## config.mk

```make
export PLATFORM = sky130hd
export DESIGN_NAME = sliding_window_mean
export DESIGN_NICKNAME = d
export VERILOG_FILES = /design/src/hdl/swm_pkg.sv /design/src/hdl/swm_ram.sv /design/src/hdl/swm_front.sv /design/src/hdl/swm_queue.sv /design/src/hdl/swm_back.sv /design/src/hdl/sliding_window_mean.sv
export SDC_FILE = /design/constraint.sdc
export NUM_CORES = 2
export LEC_CHECK = 0
export BUFFER_PORTS_ARGS = -buffer_cell sky130_fd_sc_hd__buf_2
export CORE_UTILIZATION = 23
export CTS_CLUSTER_SIZE = 8
export DETAILED_ROUTE_END_ITERATION = 6
export PLACE_DENSITY_LB_ADDON = 0.2
export SLEW_MARGIN = 20
export SYNTH_ARGS = -nofsm -noshare
export SYNTH_HDL_FRONTEND = slang
export SYNTH_SLANG_ARGS = --single-unit
```

## constraint.sdc

```tcl
create_clock -name clk -period 5.3 [get_ports clk]
set_input_delay 0.53 -clock clk [delete_from_list [all_inputs] [get_ports clk]]
set_output_delay 0.53 -clock clk [all_outputs]
set_load 0.01 [all_outputs]
```

## src/hdl/swm_pkg.sv

```systemverilog
// ----------------------------------------------------------------------------
// swm_pkg
// Shared constants, types and helpers for the sliding window mean block.
// ----------------------------------------------------------------------------
package swm_pkg;

	localparam int MAX_WINDOW = 64;
	localparam int VALUE_W    = 32;
	localparam int PTR_W      = $clog2(MAX_WINDOW);
	localparam int CNT_W      = $clog2(MAX_WINDOW + 1);
	localparam int SUM_W      = VALUE_W + $clog2(MAX_WINDOW);
	localparam int BITS_W     = $clog2(SUM_W + 1);
	localparam int QDEPTH     = 2;
	localparam int QPTR_W     = $clog2(QDEPTH);
	localparam int QCNT_W     = $clog2(QDEPTH + 1);
	localparam int ADDR_W     = 3;
	localparam int DATA_W     = 32;
	localparam int LEN_RESET  = 64;

	// register index, taken from paddr[ADDR_W-1:2]
	localparam logic [ADDR_W-3:0] REG_WINDOW_LEN = '0;

	typedef struct packed {
		logic signed [SUM_W-1:0] total;
		logic [CNT_W-1:0]        count;
	} entry_t;

	typedef struct packed {
		logic full;
		logic valid;
	} q_status_t;

	typedef enum logic {
		F_IDLE,
		F_UPDATE
	} front_state_t;

	typedef enum logic [1:0] {
		B_IDLE,
		B_DIV,
		B_HOLD
	} back_state_t;

	// clamp the register to 1..MAX_WINDOW
	function automatic logic [CNT_W-1:0] eff_len(input logic [CNT_W-1:0] wl);
		logic [CNT_W-1:0] n;
		n = wl;
		if (n == '0)
			n = CNT_W'(1);
		if (n > CNT_W'(MAX_WINDOW))
			n = CNT_W'(MAX_WINDOW);
		return n;
	endfunction

endpackage

```

## src/hdl/swm_ram.sv

```systemverilog
// ----------------------------------------------------------------------------
// swm_ram
// Generic simple dual-port RAM, one write port, one registered read port.
// ----------------------------------------------------------------------------
module swm_ram #(
	parameter int WIDTH = 32,
	parameter int DEPTH = 64
) (
	input  logic                     clk,
	input  logic                     we,
	input  logic [$clog2(DEPTH)-1:0] waddr,
	input  logic [WIDTH-1:0]         wdata,
	input  logic [$clog2(DEPTH)-1:0] raddr,
	output logic [WIDTH-1:0]         rdata
);

	logic [WIDTH-1:0] mem_q [DEPTH];

	always_ff @(posedge clk) begin
		if (we)
			mem_q[waddr] <= wdata;
		rdata <= mem_q[raddr];
	end

endmodule

```

## src/hdl/swm_front.sv

```systemverilog
// ----------------------------------------------------------------------------
// swm_front
// Accepts samples, maintains the ring store, pointer, count and running sum.
// ----------------------------------------------------------------------------
module swm_front (
	input  logic                                clk,
	input  logic                                arst_n,
	input  logic                                clear,
	input  logic [swm_pkg::CNT_W-1:0]           len,
	input  logic                                sample_valid,
	output logic                                sample_ready,
	input  logic signed [swm_pkg::VALUE_W-1:0]  value,
	input  swm_pkg::q_status_t                  q_status,
	output logic                                push,
	output swm_pkg::entry_t                     entry
);

	swm_pkg::front_state_t state_q, state_d;

	logic [swm_pkg::PTR_W-1:0]         ptr_q;
	logic [swm_pkg::CNT_W-1:0]         cnt_q;
	logic signed [swm_pkg::SUM_W-1:0]  total_q;
	logic signed [swm_pkg::VALUE_W-1:0] sample_q;

	logic [swm_pkg::VALUE_W-1:0] old_word;
	logic                        full;
	logic                        we;
	logic [swm_pkg::PTR_W-1:0]   waddr;
	logic [swm_pkg::CNT_W:0]     slot_sum;
	logic [swm_pkg::CNT_W:0]     slot_wrap;
	logic [swm_pkg::CNT_W-1:0]   ptr_inc;
	logic [swm_pkg::PTR_W-1:0]   ptr_next;
	logic [swm_pkg::CNT_W-1:0]   cnt_next;
	logic signed [swm_pkg::SUM_W-1:0] total_next;

	swm_ram #(
		.WIDTH (swm_pkg::VALUE_W),
		.DEPTH (swm_pkg::MAX_WINDOW)
	) u_store (
		.clk   (clk),
		.we    (we),
		.waddr (waddr),
		.wdata (sample_q),
		.raddr (ptr_q),
		.rdata (old_word)
	);

	always_comb begin
		full      = (cnt_q == len);
		slot_sum  = (swm_pkg::CNT_W + 1)'(ptr_q) + (swm_pkg::CNT_W + 1)'(cnt_q);
		slot_wrap = (slot_sum >= (swm_pkg::CNT_W + 1)'(len)) ?
			slot_sum - (swm_pkg::CNT_W + 1)'(len) : slot_sum;
		ptr_inc   = swm_pkg::CNT_W'(ptr_q) + swm_pkg::CNT_W'(1);
		if (full) begin
			waddr      = ptr_q;
			ptr_next   = (ptr_inc >= len) ? '0 : ptr_inc[swm_pkg::PTR_W-1:0];
			cnt_next   = cnt_q;
			total_next = total_q + swm_pkg::SUM_W'(sample_q)
				- swm_pkg::SUM_W'($signed(old_word));
		end else begin
			waddr      = slot_wrap[swm_pkg::PTR_W-1:0];
			ptr_next   = ptr_q;
			cnt_next   = cnt_q + swm_pkg::CNT_W'(1);
			total_next = total_q + swm_pkg::SUM_W'(sample_q);
		end
	end

	// state machine
	always_comb begin
		state_d      = state_q;
		sample_ready = 1'b0;
		push         = 1'b0;
		we           = 1'b0;
		unique case (state_q)
			swm_pkg::F_IDLE: begin
				sample_ready = 1'b1;
				if (sample_valid)
					state_d = swm_pkg::F_UPDATE;
			end
			swm_pkg::F_UPDATE: begin
				if (!q_status.full) begin
					push    = 1'b1;
					we      = 1'b1;
					state_d = swm_pkg::F_IDLE;
				end
			end
			default: state_d = swm_pkg::F_IDLE;
		endcase
	end

	assign entry.total = total_next;
	assign entry.count = cnt_next;

	always_ff @(posedge clk or negedge arst_n) begin
		if (!arst_n) begin
			state_q <= swm_pkg::F_IDLE;
			ptr_q   <= '0;
			cnt_q   <= '0;
			total_q <= '0;
		end else begin
			state_q <= state_d;
			if (clear) begin
				ptr_q   <= '0;
				cnt_q   <= '0;
				total_q <= '0;
			end else if (push) begin
				ptr_q   <= ptr_next;
				cnt_q   <= cnt_next;
				total_q <= total_next;
			end
		end
	end

	always_ff @(posedge clk) begin
		if (sample_valid && sample_ready)
			sample_q <= value;
	end

endmodule

```

## src/hdl/swm_queue.sv

```systemverilog
// ----------------------------------------------------------------------------
// swm_queue
// Short FIFO of sum/count words between the front and the divider.
// ----------------------------------------------------------------------------
module swm_queue (
	input  logic               clk,
	input  logic               arst_n,
	input  logic               push,
	input  swm_pkg::entry_t    push_entry,
	input  logic               pop,
	output swm_pkg::entry_t    pop_entry,
	output swm_pkg::q_status_t status
);

	swm_pkg::entry_t             mem_q [swm_pkg::QDEPTH];
	logic [swm_pkg::QPTR_W-1:0]  wptr_q, rptr_q;
	logic [swm_pkg::QCNT_W-1:0]  cnt_q;

	assign status.full  = (cnt_q == swm_pkg::QCNT_W'(swm_pkg::QDEPTH));
	assign status.valid = (cnt_q != '0);
	assign pop_entry    = mem_q[rptr_q];

	always_ff @(posedge clk or negedge arst_n) begin
		if (!arst_n) begin
			wptr_q <= '0;
			rptr_q <= '0;
			cnt_q  <= '0;
		end else begin
			if (push)
				wptr_q <= (wptr_q == swm_pkg::QPTR_W'(swm_pkg::QDEPTH - 1)) ?
					'0 : wptr_q + swm_pkg::QPTR_W'(1);
			if (pop)
				rptr_q <= (rptr_q == swm_pkg::QPTR_W'(swm_pkg::QDEPTH - 1)) ?
					'0 : rptr_q + swm_pkg::QPTR_W'(1);
			if (push && !pop)
				cnt_q <= cnt_q + swm_pkg::QCNT_W'(1);
			else if (pop && !push)
				cnt_q <= cnt_q - swm_pkg::QCNT_W'(1);
		end
	end

	always_ff @(posedge clk) begin
		if (push)
			mem_q[wptr_q] <= push_entry;
	end

endmodule

```

## src/hdl/swm_back.sv

```systemverilog
// ----------------------------------------------------------------------------
// swm_back
// Bit-serial signed divide of sum by count, with an output register.
// ----------------------------------------------------------------------------
module swm_back (
	input  logic                               clk,
	input  logic                               arst_n,
	input  logic                               q_valid,
	input  swm_pkg::entry_t                    q_entry,
	output logic                               pop,
	output logic                               result_valid,
	input  logic                               result_ready,
	output logic signed [swm_pkg::VALUE_W-1:0] mean,
	output logic [swm_pkg::CNT_W-1:0]          fill_count
);

	swm_pkg::back_state_t state_q, state_d;

	logic [swm_pkg::SUM_W-1:0]  quo_q;
	logic [swm_pkg::CNT_W-1:0]  rem_q;
	logic [swm_pkg::CNT_W-1:0]  div_q;
	logic                       neg_q;
	logic [swm_pkg::BITS_W-1:0] bits_q;
	logic                       out_valid_q;

	logic [swm_pkg::CNT_W:0]     trial;
	logic [swm_pkg::CNT_W:0]     diff;
	logic                        ge;
	logic [swm_pkg::SUM_W-1:0]   mag;
	logic [swm_pkg::SUM_W-1:0]   res;
	logic                        load, step, emit;

	always_comb begin
		trial = {rem_q, quo_q[swm_pkg::SUM_W-1]};
		diff  = trial - {1'b0, div_q};
		ge    = (trial >= {1'b0, div_q});
		mag   = q_entry.total[swm_pkg::SUM_W-1] ?
			(~q_entry.total) + swm_pkg::SUM_W'(1) : q_entry.total;
		res   = neg_q ? (~quo_q) + swm_pkg::SUM_W'(1) : quo_q;
	end

	always_comb begin
		state_d = state_q;
		load    = 1'b0;
		step    = 1'b0;
		emit    = 1'b0;
		unique case (state_q)
			swm_pkg::B_IDLE: begin
				if (q_valid) begin
					load    = 1'b1;
					state_d = swm_pkg::B_DIV;
				end
			end
			swm_pkg::B_DIV: begin
				step = 1'b1;
				if (bits_q == swm_pkg::BITS_W'(1))
					state_d = swm_pkg::B_HOLD;
			end
			swm_pkg::B_HOLD: begin
				if (!out_valid_q || result_ready) begin
					emit    = 1'b1;
					state_d = swm_pkg::B_IDLE;
				end
			end
			default: state_d = swm_pkg::B_IDLE;
		endcase
	end

	assign pop          = load;
	assign result_valid = out_valid_q;

	always_ff @(posedge clk or negedge arst_n) begin
		if (!arst_n) begin
			state_q     <= swm_pkg::B_IDLE;
			out_valid_q <= 1'b0;
		end else begin
			state_q <= state_d;
			if (emit)
				out_valid_q <= 1'b1;
			else if (result_ready)
				out_valid_q <= 1'b0;
		end
	end

	always_ff @(posedge clk) begin
		if (load) begin
			quo_q  <= mag;
			rem_q  <= '0;
			div_q  <= q_entry.count;
			neg_q  <= q_entry.total[swm_pkg::SUM_W-1];
			bits_q <= swm_pkg::BITS_W'(swm_pkg::SUM_W);
		end else if (step) begin
			quo_q  <= {quo_q[swm_pkg::SUM_W-2:0], ge};
			rem_q  <= ge ? diff[swm_pkg::CNT_W-1:0] : trial[swm_pkg::CNT_W-1:0];
			bits_q <= bits_q - swm_pkg::BITS_W'(1);
		end
		if (emit) begin
			mean       <= res[swm_pkg::VALUE_W-1:0];
			fill_count <= div_q;
		end
	end

endmodule

```

## src/hdl/sliding_window_mean.sv

```systemverilog
// ----------------------------------------------------------------------------
// sliding_window_mean
// Moving average of signed Q16.16 samples over the last window_len samples.
// ----------------------------------------------------------------------------
// Path from sample accept to result valid: store update and queue push,
//   queue pop and divider load, 38 divide steps of one quotient bit each,
//   output register; a full queue or an unaccepted result can stall it.
// The bit-serial divider (load, 38 steps, hand-off) sets the sustained rate;
//   it takes no new word until the last is handed off. The front takes a new
//   sample only after its store update, until the 2-entry queue fills.
// Reset: arst_n clears the window (count, pointer, sum) and sets window_len
//   to 64. The sample store is not cleared; only written entries are read.
// ----------------------------------------------------------------------------
module sliding_window_mean (
	input  logic                               clk,
	input  logic                               arst_n,
	// config port
	input  logic                               psel,
	input  logic                               penable,
	input  logic                               pwrite,
	input  logic [swm_pkg::ADDR_W-1:0]         paddr,
	input  logic [swm_pkg::DATA_W-1:0]         pwdata,
	output logic [swm_pkg::DATA_W-1:0]         prdata,
	output logic                               pready,
	// sample channel
	input  logic                               sample_valid,
	output logic                               sample_ready,
	input  logic signed [swm_pkg::VALUE_W-1:0] value,
	// result channel
	output logic                               result_valid,
	input  logic                               result_ready,
	output logic signed [swm_pkg::VALUE_W-1:0] mean,
	output logic [swm_pkg::CNT_W-1:0]          fill_count
);

	logic [swm_pkg::CNT_W-1:0] window_len_q;
	logic [swm_pkg::CNT_W-1:0] len;
	logic                      len_wr;
	logic                      reg_hit;

	logic               push, pop;
	swm_pkg::entry_t    push_entry, pop_entry;
	swm_pkg::q_status_t q_status;

	// --- config register ---------------------------------------------------
	// window_len is the only register; a write to it empties the window.
	assign pready  = 1'b1;
	assign reg_hit = (paddr[swm_pkg::ADDR_W-1:2] == swm_pkg::REG_WINDOW_LEN);
	assign len_wr  = psel && penable && pwrite && pready && reg_hit;
	assign prdata  = reg_hit ? swm_pkg::DATA_W'(window_len_q) : '0;

	always_ff @(posedge clk or negedge arst_n) begin
		if (!arst_n)
			window_len_q <= swm_pkg::CNT_W'(swm_pkg::LEN_RESET);
		else if (len_wr)
			window_len_q <= pwdata[swm_pkg::CNT_W-1:0];
	end

	// zero acts as 1, anything above the store depth as the depth
	assign len = swm_pkg::eff_len(window_len_q);

	// --- front: ring store, running sum, count ------------------------------
	swm_front u_front (
		.clk          (clk),
		.arst_n       (arst_n),
		.clear        (len_wr),
		.len          (len),
		.sample_valid (sample_valid),
		.sample_ready (sample_ready),
		.value        (value),
		.q_status     (q_status),
		.push         (push),
		.entry        (push_entry)
	);

	// --- queue: decouples store update from the divide ----------------------
	swm_queue u_queue (
		.clk        (clk),
		.arst_n     (arst_n),
		.push       (push),
		.push_entry (push_entry),
		.pop        (pop),
		.pop_entry  (pop_entry),
		.status     (q_status)
	);

	// --- back: sum / count, truncated toward zero ---------------------------
	swm_back u_back (
		.clk          (clk),
		.arst_n       (arst_n),
		.q_valid      (q_status.valid),
		.q_entry      (pop_entry),
		.pop          (pop),
		.result_valid (result_valid),
		.result_ready (result_ready),
		.mean         (mean),
		.fill_count   (fill_count)
	);

	// --- checks -------------------------------------------------------------
	// the front only pushes when the queue has room
	a_no_overflow: assert property (@(posedge clk) disable iff (!arst_n)
		push |-> !q_status.full)
		else $error("queue push while full");

	// a delivered count is always within 1..MAX_WINDOW
	a_count_range: assert property (@(posedge clk) disable iff (!arst_n)
		result_valid |-> (fill_count != '0) &&
			(fill_count <= swm_pkg::CNT_W'(swm_pkg::MAX_WINDOW)))
		else $error("fill_count out of range");

	// an accepted sample keeps the front busy for its store update
	a_front_busy: assert property (@(posedge clk) disable iff (!arst_n)
		(sample_valid && sample_ready) |=> !sample_ready)
		else $error("front accepted back to back");

endmodule

```

==> results.md <==
- Core Area: roughly 0.42 mm2
- FF-to-FF Start: u_front.sample_q[0]$_DFFE_PP_
- Logic pwr share: 0.339
- Final Hold Fails: 0
- Die Area: 0.425 mm2
- Post-synthesis xor/xnor area fraction: 0.0153
- Sink Count: 2366
- H-tree levels: 5
- Internal power: 0.0445 W
- Clk_skew: ~86 ps
- Hold Path End: u_front.sample_q[6]$_DFFE_PP_
- Cells after DPL: 11500
- Commonest register cell after synthesis: edfxtp_1
- Total GRT Usage: 0.146
- Vias in the first global route: 55000
- Reg2reg path depth: 23
- Final setup fails: 0
- DRC viols: 0
- Clk buf depth: 4
- Most used standard cell by instance count after synthesis: edfxtp_1
- Ports: 148
- Post-synthesis cell type count: 80
- Worst Path Max Fanout: 13
- Footprint of the multi-input gates: around 0.026 mm2
- Die span in x: 652 um
- Worst vdd ir: 0.432 mV
- Syn. warnings: 0
- Relative slew slack: 0.315
- Vias: about 54000
- FMAX: 196 MHz
- Per-cell routed wire length: approximately 27 um
- Critical path endpoint category: flop
- Asr flop ratio synth: 0.0279
- Post-Synthesis Cells: 5597
- Clock share of power: 0.291
- Complex-gate fraction of the synthesized area: 0.0646
- RSZ-0062 raised after global routing: true
- Final Slew Violations: 0
- Hold_ws: ~70 ps
- Placed inst area: 0.109 mm2
- Sw Share: 0.335
- Routability Congestion: 0.800
- R2r endpoint: u_queue.mem_q[0][42]$_DFFE_PP_
- Sequential area share after synthesis: 0.724
- Yosys top cell area share: 0.698
- Share of cells above drive strength 1: 0.222
- Std-Cell Rows: 238
- Seq cells post-synth: 2366
- Setup crit start: u_front.sample_q[0]$_DFFE_PP_
- Post-Synth Simple-Gate Area: 0.0337
- TritonCTS clock tree: yes
- Initial antenna violation count: 39
- Post-Synth Adder-Cell Area: 0.0150
- Port-buffer cells: between 90 and 100
- Post-synth EDFFs: 2255
- Filler Cell Count: 41800
- Largest family of logic cells by synthesized area: multiplexers
- Worst Path Arrival: 5670 ps
- Detailed placement HPWL: 202000 um
- Flop pwr share: 0.369
- Via density: 4.54
- P per Cell Area: 562 mW/mm2
- Starting DRT DRC Count: 5100
- Worst Path Required: ~5900 ps
- Finished Cell Area: 0.119 mm2
- Router iterations before antenna repair: 7
- CTS buffer count: 340
- Largest net degree at the start of global routing: 112
- First-pass GRT wire length: 440000 um
- Root buffer cell: clkbuf_16
- P&R area growth vs syn: 22.7%
- Status: finished, final reports clean
- Final net count: approximately 6400
- HP Class: primary input to flop
- Antenna viol nets, final: 0
- Worst skew pair latency: about 880 ps
- Register Area: around 0.07 mm2
- WS Path Type: flop to flop
- Setup crit start kind: flop
- Synth area leader: edfxtp_1
- Most frequent cells after synthesis: 2255 x edfxtp_1, 512 x mux2i_1, 317 x mux4_2, 307 x nand2_1, 244 x a21oi_1
- Hold path cells: 1
- Synth area leaders: edfxtp_1 70%, mux4_2 7.4%, mux2i_1 5.3%
- P_sw: between 0.02 and 0.025 W
- Mux cell area share after synthesis: 0.130
- Flop-to-flop setup slack: 190 ps
- Worst hold start: value[6]
- Clock slew at reported path FFs: approximately 50 ps
- Lkg Pwr: between 30 and 40 nW
- Max_cap viols: 0
- Syn Area/Cell: about 17 um2
- Final worst path period share: 0.965
- Starting density of the core: 0.231
- Final period demand of the worst path: 5110 ps
- Worst-margin pin slew: about 1000 ps
- Grt total ovfl: 0
- Post-Syn Area: 0.0971 mm2
- Routed WL: 318000 um
- Finished Layout Cells: 12000
- Setup TNS: 0 ps
- DIE HEIGHT: 652 um
==> cell type report <==
type / count / share of cell area
Sequential cell: 2366 / 0.590
Multi-Input combinational cell: 2831 / 0.218
Clock buffer: 442 / 0.0763
Tap cell: 5640 / 0.0593
Timing Repair Buffer: 580 / 0.0508
Inverter: 100 / 0.00319
Clock inverter: 15 / 0.00138
Antenna cell: 19 / 0.000399
==> critical path: stages (launching register included) <==
cell and delay [ps]:
edfxtp_1 420, buf_12 170, ha_2 170, inv_1 70, fa_2 190, nor2b_1 40, o21a_1 200, o21a_1 230
o2111ai_4 310, a2111oi_4 160, or4_1 510, a31oi_2 240, xnor2_2 170, ha_1 290, a21oi_1 140, o21ai_0 130
nor2_1 150, nand2_1 90, o211ai_1 290, nand3_1 180, a21o_1 220, a21oi_2 170, xor2_1 140, o21ai_0 110
==> cells in the final DEF, fill, tap and decap left out, drive strengths merged, types with 25 or more instances in the layout <==
cell type	netlist	final
mux2i	512	512
a21o	46	46
mux2	27	27
dfxtp	45	45
nor3	43	43
ha	108	108
nand3	25	25
dlygate4sd3	0	34
o21ai	145	145
dfrtp	65	65
edfxtp	2255	2255
nand2	307	307
nand2b	29	29
inv	100	108
a21oi	245	245
xnor2	114	114
clkbuf	205	443
buf	119	545
nor2	205	205
mux4	317	317
o21a	25	25
xor2	55	55
o221ai	237	237
conb	2	26
o22ai	122	122
==> sequential cells by signal, summed over array words and instances (netlist names), 6 cells and up <==
| register | flops |
|---|---|
| u_back.mean | 32 |
| u_back.rem_q | 7 |
| u_back.fill_count | 7 |
| u_front.total_q | 38 |
| u_front.sample_q | 32 |
| window_len_q | 7 |
| u_front.u_store.rdata | 32 |
| u_front.u_store.mem_q | 2048 |
| u_queue.mem_q | 90 |
| u_back.bits_q | 6 |
| u_front.ptr_q | 6 |
| u_back.div_q | 7 |
| u_back.quo_q | 38 |
| u_front.cnt_q | 7 |
==> power by group through the flow <==
stage | registers, W | clock network, W | logic, W
after floorplan | 0.0250 | 0 | 0.0133
after global placement | 0.0250 | 0 | 0.0224
after detailed placement | 0.0251 | 0 | 0.0224
after CTS | 0.0247 | 0.0200 | 0.0226
after global routing | 0.0249 | 0.0207 | 0.0245
final | 0.0247 | 0.0195 | 0.0227
==> worst max path at each step <==
stage	to	cells past startpoint
after detailed placement	u_front.u_store.mem_q[19][20]$_DFFE_PP_	19
after global routing	u_front.total_q[37]$_DFFE_PN0P_	20
final	u_queue.mem_q[0][42]$_DFFE_PP_	23
after global placement	u_front.u_store.mem_q[19][24]$_DFFE_PP_	19
after CTS	u_queue.mem_q[1][43]$_DFFE_PP_	21
after floorplan	u_front.u_store.mem_q[36][0]$_DFFE_PP_	15
==> cells by family (layout without fill, tap and decap cells) <==
family	after synthesis	in the layout
XOR/XNOR	169	169
multiplexers	856	856
flip-flops	2366	2366
other	2	45
buffers and inverters	424	1137
AO/OA/AOI/OAI	935	935
adder cells (fa/ha/maj)	113	113
AND/OR/NAND/NOR	732	732
==> per-layer routing <==
layer / global-route usage / vias to the layer above / part of all wire / routed length, um
met5: 0 / - / 0 / 0
met3: 0.0178 / 351 / 0.044 / 13900
met4: 0.0325 / 0 / 0.019 / 6020
met1: 0.208 / 28900 / 0.47 / 149000
li1: - / 23700 / - / -
met2: 0.238 / 1404 / 0.47 / 150000
==> stage by stage <==
step / utilization / power [W] / setup slack, ps
3_5_place_dp: 0.260 / 0.0474 / -162
5_1_grt: 0.283 / 0.0701 / -113
2_1_floorplan: - / 0.0383 / -323
6_report: 0.283 / 0.0669 / 186
4_1_cts: 0.282 / 0.0673 / 12.6
3_3_place_gp: 0.260 / 0.0474 / -198
==> what timing repair did <==
action,CTS,global route
setup endpoints to repair,708,1535
resized for setup,4,41
hold buffers,34,0
pin swaps,2,21
endpoints found under the hold margin,66,0
cloned,0,2
buffers inserted,1,6
(Power assumes the default switching activity.)
